[src/hw/rtl/miu_pkg.sv]
// ----------------------------------------------------------------------------
// Integer execute unit package
// Operation codes, controller command/status types and shared widths and types.
// ----------------------------------------------------------------------------
package miu_pkg;

    localparam int WordWidth = 32;
    localparam int CountWidth = 6;

    typedef logic [WordWidth-1:0] word_t;

    // Operation codes.
    localparam logic [4:0] OP_ADD   = 5'd0;
    localparam logic [4:0] OP_SUB   = 5'd1;
    localparam logic [4:0] OP_AND   = 5'd2;
    localparam logic [4:0] OP_OR    = 5'd3;
    localparam logic [4:0] OP_XOR   = 5'd4;
    localparam logic [4:0] OP_NOR   = 5'd5;
    localparam logic [4:0] OP_ADDI  = 5'd6;
    localparam logic [4:0] OP_ADDIU = 5'd7;
    localparam logic [4:0] OP_ANDI  = 5'd8;
    localparam logic [4:0] OP_ORI   = 5'd9;
    localparam logic [4:0] OP_XORI  = 5'd10;
    localparam logic [4:0] OP_LUI   = 5'd11;
    localparam logic [4:0] OP_SLT   = 5'd12;
    localparam logic [4:0] OP_SLTI  = 5'd13;
    localparam logic [4:0] OP_SLTIU = 5'd14;
    localparam logic [4:0] OP_SLL   = 5'd15;
    localparam logic [4:0] OP_SRL   = 5'd16;
    localparam logic [4:0] OP_SRA   = 5'd17;
    localparam logic [4:0] OP_MULT  = 5'd18;
    localparam logic [4:0] OP_DIV   = 5'd19;
    localparam logic [4:0] OP_MFHI  = 5'd20;
    localparam logic [4:0] OP_MFLO  = 5'd21;
    localparam logic [4:0] OP_BEQ   = 5'd22;
    localparam logic [4:0] OP_BNE   = 5'd23;
    localparam logic [4:0] OP_BGEZ  = 5'd24;
    localparam logic [4:0] OP_BLEZ  = 5'd25;
    localparam logic [4:0] OP_J     = 5'd26;
    localparam logic [4:0] OP_JAL   = 5'd27;
    localparam logic [4:0] OP_JR    = 5'd28;

    // Controller to datapath commands.
    typedef struct packed {
        logic load;       // capture input word and the combinational result
        logic mul_store;  // write the registered product into HI and LO
        logic div_start;  // load the divider registers
        logic div_step;   // one restoring divide step
        logic div_store;  // write quotient and remainder into HI and LO
    } miu_cmd_t;

    // Datapath to controller status.
    typedef struct packed {
        logic is_mult;
        logic is_div;
        logic div_zero;
        logic div_last;
    } miu_status_t;

endpackage

[src/hw/rtl/miu_if.sv]
// ----------------------------------------------------------------------------
// Execute unit channels
// Valid/ready interfaces for the instruction and result words.
// ----------------------------------------------------------------------------
interface miu_in_if;
    logic        valid;
    logic        ready;
    logic [4:0]  operation;
    logic [31:0] operand_a;
    logic [31:0] operand_b;
    logic [15:0] immediate;
    logic [4:0]  shift_amount;
    logic [25:0] jump_index;
    logic [31:0] current_pc;

    modport source (output valid, operation, operand_a, operand_b, immediate,
                    shift_amount, jump_index, current_pc, input ready);
    modport sink (input valid, operation, operand_a, operand_b, immediate,
                  shift_amount, jump_index, current_pc, output ready);
endinterface

interface miu_out_if;
    logic        valid;
    logic        ready;
    logic [31:0] result;
    logic        write_result;
    logic [31:0] next_pc;
    logic        branch_taken;
    logic        divide_by_zero;

    modport source (output valid, result, write_result, next_pc, branch_taken,
                    divide_by_zero, input ready);
    modport sink (input valid, result, write_result, next_pc, branch_taken,
                  divide_by_zero, output ready);
endinterface

[src/hw/rtl/miu_datapath.sv]
// ----------------------------------------------------------------------------
// Execute unit datapath
// ALU, branch logic, registered multiplier, serial divider and HI/LO.
// ----------------------------------------------------------------------------
module miu_datapath
    import miu_pkg::*;
(
    input  logic        clk,
    input  logic        rst_n,
    input  miu_cmd_t    cmd,
    output miu_status_t status,
    input  logic [4:0]  operation,
    input  logic [31:0] operand_a,
    input  logic [31:0] operand_b,
    input  logic [15:0] immediate,
    input  logic [4:0]  shift_amount,
    input  logic [25:0] jump_index,
    input  logic [31:0] current_pc,
    output logic [31:0] result,
    output logic        write_result,
    output logic [31:0] next_pc,
    output logic        branch_taken,
    output logic        divide_by_zero
);

    word_t high_reg, high_next, low_reg, low_next;
    logic [4:0] op_reg;
    word_t a_reg, b_reg;
    word_t res_reg, res_next, npc_reg, npc_next;
    logic wr_reg, wr_next, tk_reg, tk_next;
    logic [63:0] prod_reg;
    word_t quo_reg, quo_next, rem_reg, rem_next, dsr_reg;
    logic [CountWidth-1:0] cnt_reg, cnt_next;
    logic neg_q_reg, neg_r_reg;

    word_t sext_imm, zext_imm, btarget, jtarget;
    logic cond;
    logic [32:0] trial;

    assign sext_imm = {{16{immediate[15]}}, immediate};
    assign zext_imm = {16'd0, immediate};
    assign btarget  = current_pc + {sext_imm[29:0], 2'b00};
    assign jtarget  = {current_pc[31:28], jump_index, 2'b00};

    // Combinational result, write flag and next PC.
    always_comb
    begin
        res_next = '0;
        wr_next  = 1'b1;
        tk_next  = 1'b0;
        npc_next = current_pc;
        cond     = 1'b0;
        unique case (operation) inside
            OP_ADD:   res_next = operand_a + operand_b;
            OP_SUB:   res_next = operand_a - operand_b;
            OP_AND:   res_next = operand_a & operand_b;
            OP_OR:    res_next = operand_a | operand_b;
            OP_XOR:   res_next = operand_a ^ operand_b;
            OP_NOR:   res_next = ~(operand_a | operand_b);
            OP_ADDI, OP_ADDIU: res_next = operand_a + sext_imm;
            OP_ANDI:  res_next = operand_a & zext_imm;
            OP_ORI:   res_next = operand_a | zext_imm;
            OP_XORI:  res_next = operand_a ^ zext_imm;
            OP_LUI:   res_next = {immediate, 16'd0};
            OP_SLT:   res_next = {31'd0, $signed(operand_a) < $signed(operand_b)};
            OP_SLTI:  res_next = {31'd0, $signed(operand_a) < $signed(sext_imm)};
            OP_SLTIU: res_next = {31'd0, operand_a < sext_imm};
            OP_SLL:   res_next = operand_b << shift_amount;
            OP_SRL:   res_next = operand_b >> shift_amount;
            OP_SRA:   res_next = word_t'($signed(operand_b) >>> shift_amount);
            OP_MFHI:  res_next = high_reg;
            OP_MFLO:  res_next = low_reg;
            OP_BEQ:   begin wr_next = 1'b0; cond = operand_a == operand_b; end
            OP_BNE:   begin wr_next = 1'b0; cond = operand_a != operand_b; end
            OP_BGEZ:  begin wr_next = 1'b0; cond = !operand_a[31]; end
            OP_BLEZ:
            begin
                wr_next = 1'b0;
                cond = operand_a[31] || (operand_a == '0);
            end
            OP_J:     begin wr_next = 1'b0; tk_next = 1'b1; npc_next = jtarget; end
            OP_JAL:   begin res_next = current_pc; tk_next = 1'b1; npc_next = jtarget; end
            OP_JR:    begin wr_next = 1'b0; tk_next = 1'b1; npc_next = operand_a; end
            default:  wr_next = 1'b0;
        endcase
        if (cond)
        begin
            tk_next  = 1'b1;
            npc_next = btarget;
        end
    end

    // Restoring divide step on magnitudes.
    assign trial = {rem_reg, quo_reg[31]} - {1'b0, dsr_reg};

    always_comb
    begin
        quo_next = quo_reg;
        rem_next = rem_reg;
        cnt_next = cnt_reg;
        if (cmd.div_start)
        begin
            quo_next = a_reg[31] ? -a_reg : a_reg;
            rem_next = '0;
            cnt_next = '0;
        end
        else if (cmd.div_step)
        begin
            if (!trial[32])
                rem_next = trial[31:0];
            else
                rem_next = {rem_reg[30:0], quo_reg[31]};
            quo_next = {quo_reg[30:0], !trial[32]};
            cnt_next = cnt_reg + 1'b1;
        end
    end

    // HI and LO update.
    always_comb
    begin
        high_next = high_reg;
        low_next  = low_reg;
        if (cmd.mul_store)
        begin
            high_next = prod_reg[63:32];
            low_next  = prod_reg[31:0];
        end
        else if (cmd.div_store)
        begin
            high_next = neg_r_reg ? -rem_reg : rem_reg;
            low_next  = neg_q_reg ? -quo_reg : quo_reg;
        end
    end

    always_ff @(posedge clk or negedge rst_n)
    begin
        if (!rst_n)
        begin
            high_reg <= '0;
            low_reg  <= '0;
        end
        else
        begin
            high_reg <= high_next;
            low_reg  <= low_next;
        end
    end

    // Payload registers.
    always_ff @(posedge clk)
    begin
        if (cmd.load)
        begin
            op_reg  <= operation;
            a_reg   <= operand_a;
            b_reg   <= operand_b;
            res_reg <= res_next;
            wr_reg  <= wr_next;
            tk_reg  <= tk_next;
            npc_reg <= npc_next;
        end
        if (cmd.div_start)
        begin
            dsr_reg   <= b_reg[31] ? -b_reg : b_reg;
            neg_q_reg <= a_reg[31] ^ b_reg[31];
            neg_r_reg <= a_reg[31];
        end
        prod_reg <= 64'($signed(a_reg) * $signed(b_reg));
        quo_reg  <= quo_next;
        rem_reg  <= rem_next;
        cnt_reg  <= cnt_next;
    end

    assign status.is_mult  = op_reg == OP_MULT;
    assign status.is_div   = op_reg == OP_DIV;
    assign status.div_zero = b_reg == '0;
    assign status.div_last = cnt_reg == CountWidth'(WordWidth - 1);

    assign result         = res_reg;
    assign write_result   = wr_reg;
    assign next_pc        = npc_reg;
    assign branch_taken   = tk_reg;
    assign divide_by_zero = (op_reg == OP_DIV) && (b_reg == '0);

endmodule

[src/hw/rtl/miu_control.sv]
// ----------------------------------------------------------------------------
// Execute unit controller
// Sequences accept, multiply, divide steps and result hand-off.
// ----------------------------------------------------------------------------
module miu_control
    import miu_pkg::*;
(
    input  logic        clk,
    input  logic        rst_n,
    input  logic        in_valid,
    output logic        in_ready,
    output logic        out_valid,
    input  logic        out_ready,
    output miu_cmd_t    cmd,
    input  miu_status_t status
);

    localparam logic [2:0] S_IDLE = 3'd0;
    localparam logic [2:0] S_DEC  = 3'd1;
    localparam logic [2:0] S_MUL  = 3'd2;
    localparam logic [2:0] S_DIV  = 3'd3;
    localparam logic [2:0] S_DST  = 3'd4;
    localparam logic [2:0] S_OUT  = 3'd5;

    logic [2:0] state_reg, state_next;

    assign in_ready  = state_reg == S_IDLE;
    assign out_valid = state_reg == S_OUT;

    // Next state and commands.
    always_comb
    begin
        state_next = state_reg;
        cmd = '0;
        unique case (state_reg)
            S_IDLE:
            begin
                cmd.load = in_valid;
                if (in_valid)
                    state_next = S_DEC;
            end
            S_DEC:
            begin
                if (status.is_mult)
                    state_next = S_MUL;
                else if (status.is_div && !status.div_zero)
                begin
                    cmd.div_start = 1'b1;
                    state_next = S_DIV;
                end
                else
                    state_next = S_OUT;
            end
            S_MUL:
            begin
                cmd.mul_store = 1'b1;
                state_next = S_OUT;
            end
            S_DIV:
            begin
                cmd.div_step = 1'b1;
                if (status.div_last)
                    state_next = S_DST;
            end
            S_DST:
            begin
                cmd.div_store = 1'b1;
                state_next = S_OUT;
            end
            S_OUT:
            begin
                if (out_ready)
                    state_next = S_IDLE;
            end
            default: state_next = S_IDLE;
        endcase
    end

    always_ff @(posedge clk or negedge rst_n)
    begin
        if (!rst_n)
            state_reg <= S_IDLE;
        else
            state_reg <= state_next;
    end

endmodule

[src/hw/rtl/mips_integer_execute_unit_top.sv]
// Sequence: after accept, ALU, branch, HI/LO moves and div by zero pass through
// decode to the output state; mult adds a HI/LO store, and div adds the serial
// divide steps (32 serial quotient bits) and a HI/LO store. Throughput: one word
// at a time; a new word can be taken the cycle after the result is taken.
// Reset clears the controller and HI/LO to zero.
// ----------------------------------------------------------------------------
// MIPS32 integer execute unit
// Top level joining the controller and the datapath.
// ----------------------------------------------------------------------------
module mips_integer_execute_unit_top
    import miu_pkg::*;
(
    input logic    clk,
    input logic    rst_n,
    miu_in_if.sink   in_ch,
    miu_out_if.source out_ch
);

    miu_cmd_t    cmd;
    miu_status_t status;

    miu_control u_control (
        .clk       (clk),
        .rst_n     (rst_n),
        .in_valid  (in_ch.valid),
        .in_ready  (in_ch.ready),
        .out_valid (out_ch.valid),
        .out_ready (out_ch.ready),
        .cmd       (cmd),
        .status    (status)
    );

    miu_datapath u_datapath (
        .clk            (clk),
        .rst_n          (rst_n),
        .cmd            (cmd),
        .status         (status),
        .operation      (in_ch.operation),
        .operand_a      (in_ch.operand_a),
        .operand_b      (in_ch.operand_b),
        .immediate      (in_ch.immediate),
        .shift_amount   (in_ch.shift_amount),
        .jump_index     (in_ch.jump_index),
        .current_pc     (in_ch.current_pc),
        .result         (out_ch.result),
        .write_result   (out_ch.write_result),
        .next_pc        (out_ch.next_pc),
        .branch_taken   (out_ch.branch_taken),
        .divide_by_zero (out_ch.divide_by_zero)
    );

endmodule
[src/flat_wrapper.sv]
// flat-port wrapper written by rule: the top's interface ports become plain ports
module mips_integer_execute_unit_top_flat import miu_pkg::*;
  (clk, rst_n, in_ch_valid, in_ch_operation, in_ch_operand_a, in_ch_operand_b, in_ch_immediate, in_ch_shift_amount, in_ch_jump_index, in_ch_current_pc, in_ch_ready, out_ch_valid, out_ch_result, out_ch_write_result, out_ch_next_pc, out_ch_branch_taken, out_ch_divide_by_zero, out_ch_ready);
  miu_in_if in_ch_i ();
  miu_out_if out_ch_i ();
  input logic clk;
  input logic rst_n;
  input wire logic [$bits(in_ch_i.valid)-1:0] in_ch_valid;
  input wire logic [$bits(in_ch_i.operation)-1:0] in_ch_operation;
  input wire logic [$bits(in_ch_i.operand_a)-1:0] in_ch_operand_a;
  input wire logic [$bits(in_ch_i.operand_b)-1:0] in_ch_operand_b;
  input wire logic [$bits(in_ch_i.immediate)-1:0] in_ch_immediate;
  input wire logic [$bits(in_ch_i.shift_amount)-1:0] in_ch_shift_amount;
  input wire logic [$bits(in_ch_i.jump_index)-1:0] in_ch_jump_index;
  input wire logic [$bits(in_ch_i.current_pc)-1:0] in_ch_current_pc;
  output wire logic [$bits(in_ch_i.ready)-1:0] in_ch_ready;
  output wire logic [$bits(out_ch_i.valid)-1:0] out_ch_valid;
  output wire logic [$bits(out_ch_i.result)-1:0] out_ch_result;
  output wire logic [$bits(out_ch_i.write_result)-1:0] out_ch_write_result;
  output wire logic [$bits(out_ch_i.next_pc)-1:0] out_ch_next_pc;
  output wire logic [$bits(out_ch_i.branch_taken)-1:0] out_ch_branch_taken;
  output wire logic [$bits(out_ch_i.divide_by_zero)-1:0] out_ch_divide_by_zero;
  input wire logic [$bits(out_ch_i.ready)-1:0] out_ch_ready;
  assign in_ch_i.valid = in_ch_valid;
  assign in_ch_i.operation = in_ch_operation;
  assign in_ch_i.operand_a = in_ch_operand_a;
  assign in_ch_i.operand_b = in_ch_operand_b;
  assign in_ch_i.immediate = in_ch_immediate;
  assign in_ch_i.shift_amount = in_ch_shift_amount;
  assign in_ch_i.jump_index = in_ch_jump_index;
  assign in_ch_i.current_pc = in_ch_current_pc;
  assign in_ch_ready = in_ch_i.ready;
  assign out_ch_valid = out_ch_i.valid;
  assign out_ch_result = out_ch_i.result;
  assign out_ch_write_result = out_ch_i.write_result;
  assign out_ch_next_pc = out_ch_i.next_pc;
  assign out_ch_branch_taken = out_ch_i.branch_taken;
  assign out_ch_divide_by_zero = out_ch_i.divide_by_zero;
  assign out_ch_i.ready = out_ch_ready;
  mips_integer_execute_unit_top u_core (.clk(clk), .rst_n(rst_n), .in_ch(in_ch_i), .out_ch(out_ch_i));
endmodule
[config.mk]
export PLATFORM = sky130hd
export DESIGN_NAME = mips_integer_execute_unit_top_flat
export DESIGN_NICKNAME = d
export VERILOG_FILES = /design/src/hw/rtl/miu_pkg.sv /design/src/hw/rtl/miu_if.sv /design/src/hw/rtl/miu_datapath.sv /design/src/hw/rtl/miu_control.sv /design/src/hw/rtl/mips_integer_execute_unit_top.sv /design/src/flat_wrapper.sv
export SDC_FILE = /design/constraint.sdc
export NUM_CORES = 2
export LEC_CHECK = 0
export ABC_CLOCK_PERIOD_IN_PS = 11410
export BUFFER_PORTS_ARGS = -buffer_cell sky130_fd_sc_hd__buf_2
export CORE_MARGIN = 4
export CORE_UTILIZATION = 65
export CTS_CLUSTER_SIZE = 12
export DETAILED_ROUTE_END_ITERATION = 8
export PLACE_DENSITY = 0.84
export RECOVER_POWER = 100
export SLEW_MARGIN = 20
export SYNTH_ARGS = -nofsm -noshare
export SYNTH_HDL_FRONTEND = slang
export SYNTH_HIERARCHICAL = 1
export SYNTH_SLANG_ARGS = --single-unit
[constraint.sdc]
create_clock -name clk -period 11.41 [get_ports clk]
set_input_delay 0.5705 -clock clk [delete_from_list [all_inputs] [get_ports clk]]
set_output_delay 0.5705 -clock clk [all_outputs]
set_load 0.02 [all_outputs]
==> results.md <==
- Status: finished with violations
- Failing checks: capacitance limit, slew limit
- Max reg flops: 64
- Fin crit share: 93.1%
- Critical path's slowest cell: clkbuf_1
- Worst Setup Path Type: reg2reg
- RD Place Congestion: 1.05
- Max Freq: 0.0941 GHz
- Bufs on Longest Clock Path: 3
- First-pass DRT Iterations: 9
- Slew @ Worst Pin: 4.33 ns
- Clk Latency, worst-skew pair: 0.62 ns
- Worst Setup Start Kind: flop
- R2r startpoint: u_core/u_datapath/b_reg[4]
- Max-slew headroom: -189%
- First-pass GRT wire length: 360000 microns
- Vias: 56900
- Cts bufs inserted: 42
- Cell variety after synth: 82
- Yosys reg bits: 370
- Largest family of logic cells by synthesized area: adder cells
- Min-Delay Startpoint: in_ch_jump_index[1]
- Setup WS post-layout: 0.782 ns
- Worst Hold Depth: 2
- Top Family by Delay on Critical Path: adder cells
- Worst R2R Path Depth: 24
- Ys flop type: edfxtp_1
- Number of synthesized flops with an enable pin: 201
- Clock transition at path regs: 0.07 ns
- IO Port Bufs: 220
- XOR/XNOR Fraction of Synth Area: 3.85%
- CTS tree: done
- Die X: 327 microns
- Largest net degree at the start of global routing: 103
- Final Hold Fails: 0
- WHS Endpoint: u_core/u_datapath/next_pc[3]
- Setup Slack @ Placement: 1.98 ns
- Max Cap Viol: 16
- Antenna violations before repair: 21
- DIE AREA: 107000 sq um
- Final Max Tran Viols: 659
- WP data arrival: 11.14 ns
- Gr ovfl total: 0
- Simple-Gate Fraction of Synth Area: 16.1%
- CP Capture Type: flop
- Syn Inst Count: 7491
- Tot GR Track Use: 45.2%
- Ys Warns: 6
- Min-delay worst type: in2reg
- Total clock sinks: 370
- # IOs: 221
- Layout cell share with drive strength beyond 1: 4.26%
- Initial Util: 65.8%
- CP startpoint: u_core/u_datapath/b_reg[4]
- Post-layout min period: 10.63 ns
- Multiplexer area fraction after synthesis: 2.21%
- Fillers: 7895
- Nets@finish: 9108
- Final setup skew: 0.0505 ns
- Mapped Nets: 9171
- Area leader, netlist: fa_1
- Starting DRT DRC Count: 6924
- Final setup viols: 0
- Die height: 327 microns
- Total wire length: 243000 microns
- Synthesized area per cell: 8.83 sq um
- HPWL Detailed: 187000 microns
- Cell Rows: 116
- R2r setup slk: 0.78 ns
- Worst EP required: 11.92 ns
- Setup TNS: 0 ns
- CP max stage delay: 1.63 ns
- Mapped cell area: 66200 sq um
- RSZ-0062 raised after global routing: false
- DRC errors left: 0
- Post-synth top area share: 32.9%
- Synth-to-Final Area Change: 4.90%
- Root Buffer: clkbuf_16
- Post-synthesis adder-cell area fraction: 41.2%
- Core Box Area: 101000 sq um
- Antenna viol nets, final: 0
- Post-synthesis async set-or-reset flop share: 18.1%
- Compound-Gate Fraction of Synth Area: 12.5%
- DR vias/cell: 6.45
- Synth top area cells: fa_1, edfxtp_1, ha_1
- Cell mode on critical path: fa_1
- CP Buf/Inv Count: 4
- Postcts setup bufs: 0
- DR WL/cell: 27.5 microns
- Worst R2R End: u_core/u_datapath/prod_reg[63]
- Sequential area share after synthesis: 14.7%
- Vias in the first global route: 57700
- CTS H-tree depth: 2
- CP max FO: 34
- CP cell instances: clkbuf_1 -> nand2_1 -> fa_1 -> fa_1 -> fa_1 -> fa_1 -> inv_1 -> fa_1 -> fa_1 -> fa_1 -> inv_1 -> fa_1 -> inv_1 -> ha_1 -> a21o_1 -> a21o_1 -> a21oi_1 -> nand3_1 -> o32ai_1 -> nor4_1 -> o21ai_0 -> a21oi_1 -> or4b_2 -> nand4b_1
## per-layer routing
metal,track usage [%],routed length [microns],up-vias
met1,57.7,86800,27900
met2,69.4,106000,4075
met5,0,59,-
met3,12.1,31600,938
met4,27.0,18600,10
li1,-,-,24000
## synth_stat cells, drive strengths merged (20+ instances only)
master / n
a21o: 97
o21ai: 418
a211oi: 51
a221oi: 51
nor2b: 34
and3: 33
a22oi: 45
nand4: 37
clkbuf: 409
dfxtp: 102
nand2b: 61
and2: 524
o21a: 22
inv: 1194
nand2: 917
xnor2: 162
o31ai: 48
a311oi: 23
dfrtp: 67
or3: 29
fa: 1086
mux2i: 111
o211ai: 20
nand3: 93
buf: 46
o21bai: 34
nor2: 323
nor3: 59
a31oi: 31
edfxtp: 201
o41ai: 24
nor4: 32
ha: 442
xor2: 129
or4: 26
a21oi: 306
## final cells by class
| type | instances | area, sq um | area share [%] |
|---|---|---|---|
| Antenna cell | 9 | 22.5 | 0.0324 |
| Tap cell | 1357 | 1700 | 2.45 |
| Inverter | 1194 | 4480 | 6.46 |
| Sequential cell | 370 | 9750 | 14.1 |
| Timing Repair Buffer | 348 | 1840 | 2.65 |
| Clock buffer | 65 | 1250 | 1.80 |
| Clock inverter | 12 | 93.8 | 0.135 |
| Multi-Input combinational cell | 5472 | 50300 | 72.4 |
## what timing repair did
| item | in CTS | in global routing |
|---|---|---|
| hold endpoints to repair | 11 | 0 |
| hold buffers | 1 | 0 |
| gates resized for setup | 0 | 0 |
## per-stage QoR
stage	util [%]	instances	hold WS, ns	cell area (sq um)
5_1_grt	69.0	8820	0.285	69400
2_1_floorplan	-	7491	0.275	66200
3_5_place_dp	67.9	8740	0.427	68300
3_3_place_gp	67.9	8740	0.423	68300
4_1_cts	69.2	8818	0.263	69600
6_report	69.0	8827	0.296	69400
## worst max-delay path by stage
| stage | endpoint | slack (ns) | cells after the start |
|---|---|---|---|
| CTS | u_core/u_datapath/prod_reg[63] | 1.88 | 25 |
| finish | u_core/u_datapath/prod_reg[63] | 0.78 | 24 |
| global placement | u_core/u_datapath/prod_reg[63] | 2.07 | 25 |
| floorplan | u_core/u_datapath/prod_reg[63] | 3.07 | 28 |
| global route | u_core/u_datapath/prod_reg[63] | 0.72 | 24 |
| detailed placement | u_core/u_datapath/prod_reg[63] | 1.98 | 25 |
## placed cells by master (no fill, tap or decap), types with 102 or more instances in the layout
cell | synthesis | routed
and2_1 | 523 | 517
ha_1 | 442 | 442
nor2_1 | 323 | 319
o21ai_0 | 418 | 418
dfxtp_1 | 102 | 102
buf_4 | 0 | 113
mux2i_1 | 111 | 111
fa_1 | 1086 | 1086
a21oi_1 | 306 | 306
edfxtp_1 | 201 | 201
nand2_1 | 917 | 917
xor2_1 | 129 | 129
inv_1 | 1193 | 1192
xnor2_1 | 162 | 162
clkbuf_1 | 409 | 165
## kinds of logic after synthesis
family,count (synthesis)
AOI/OAI and AO/OA,1308
xor gates and xnor gates,291
adders and majority gates,1528
buffers and inverters,1649
DFF,370
muxes,132
and+or+nand+nor,2213
Power is not shown: default switching activity piles up to over one toggle a cycle in this logic, so the estimate is an artifact.
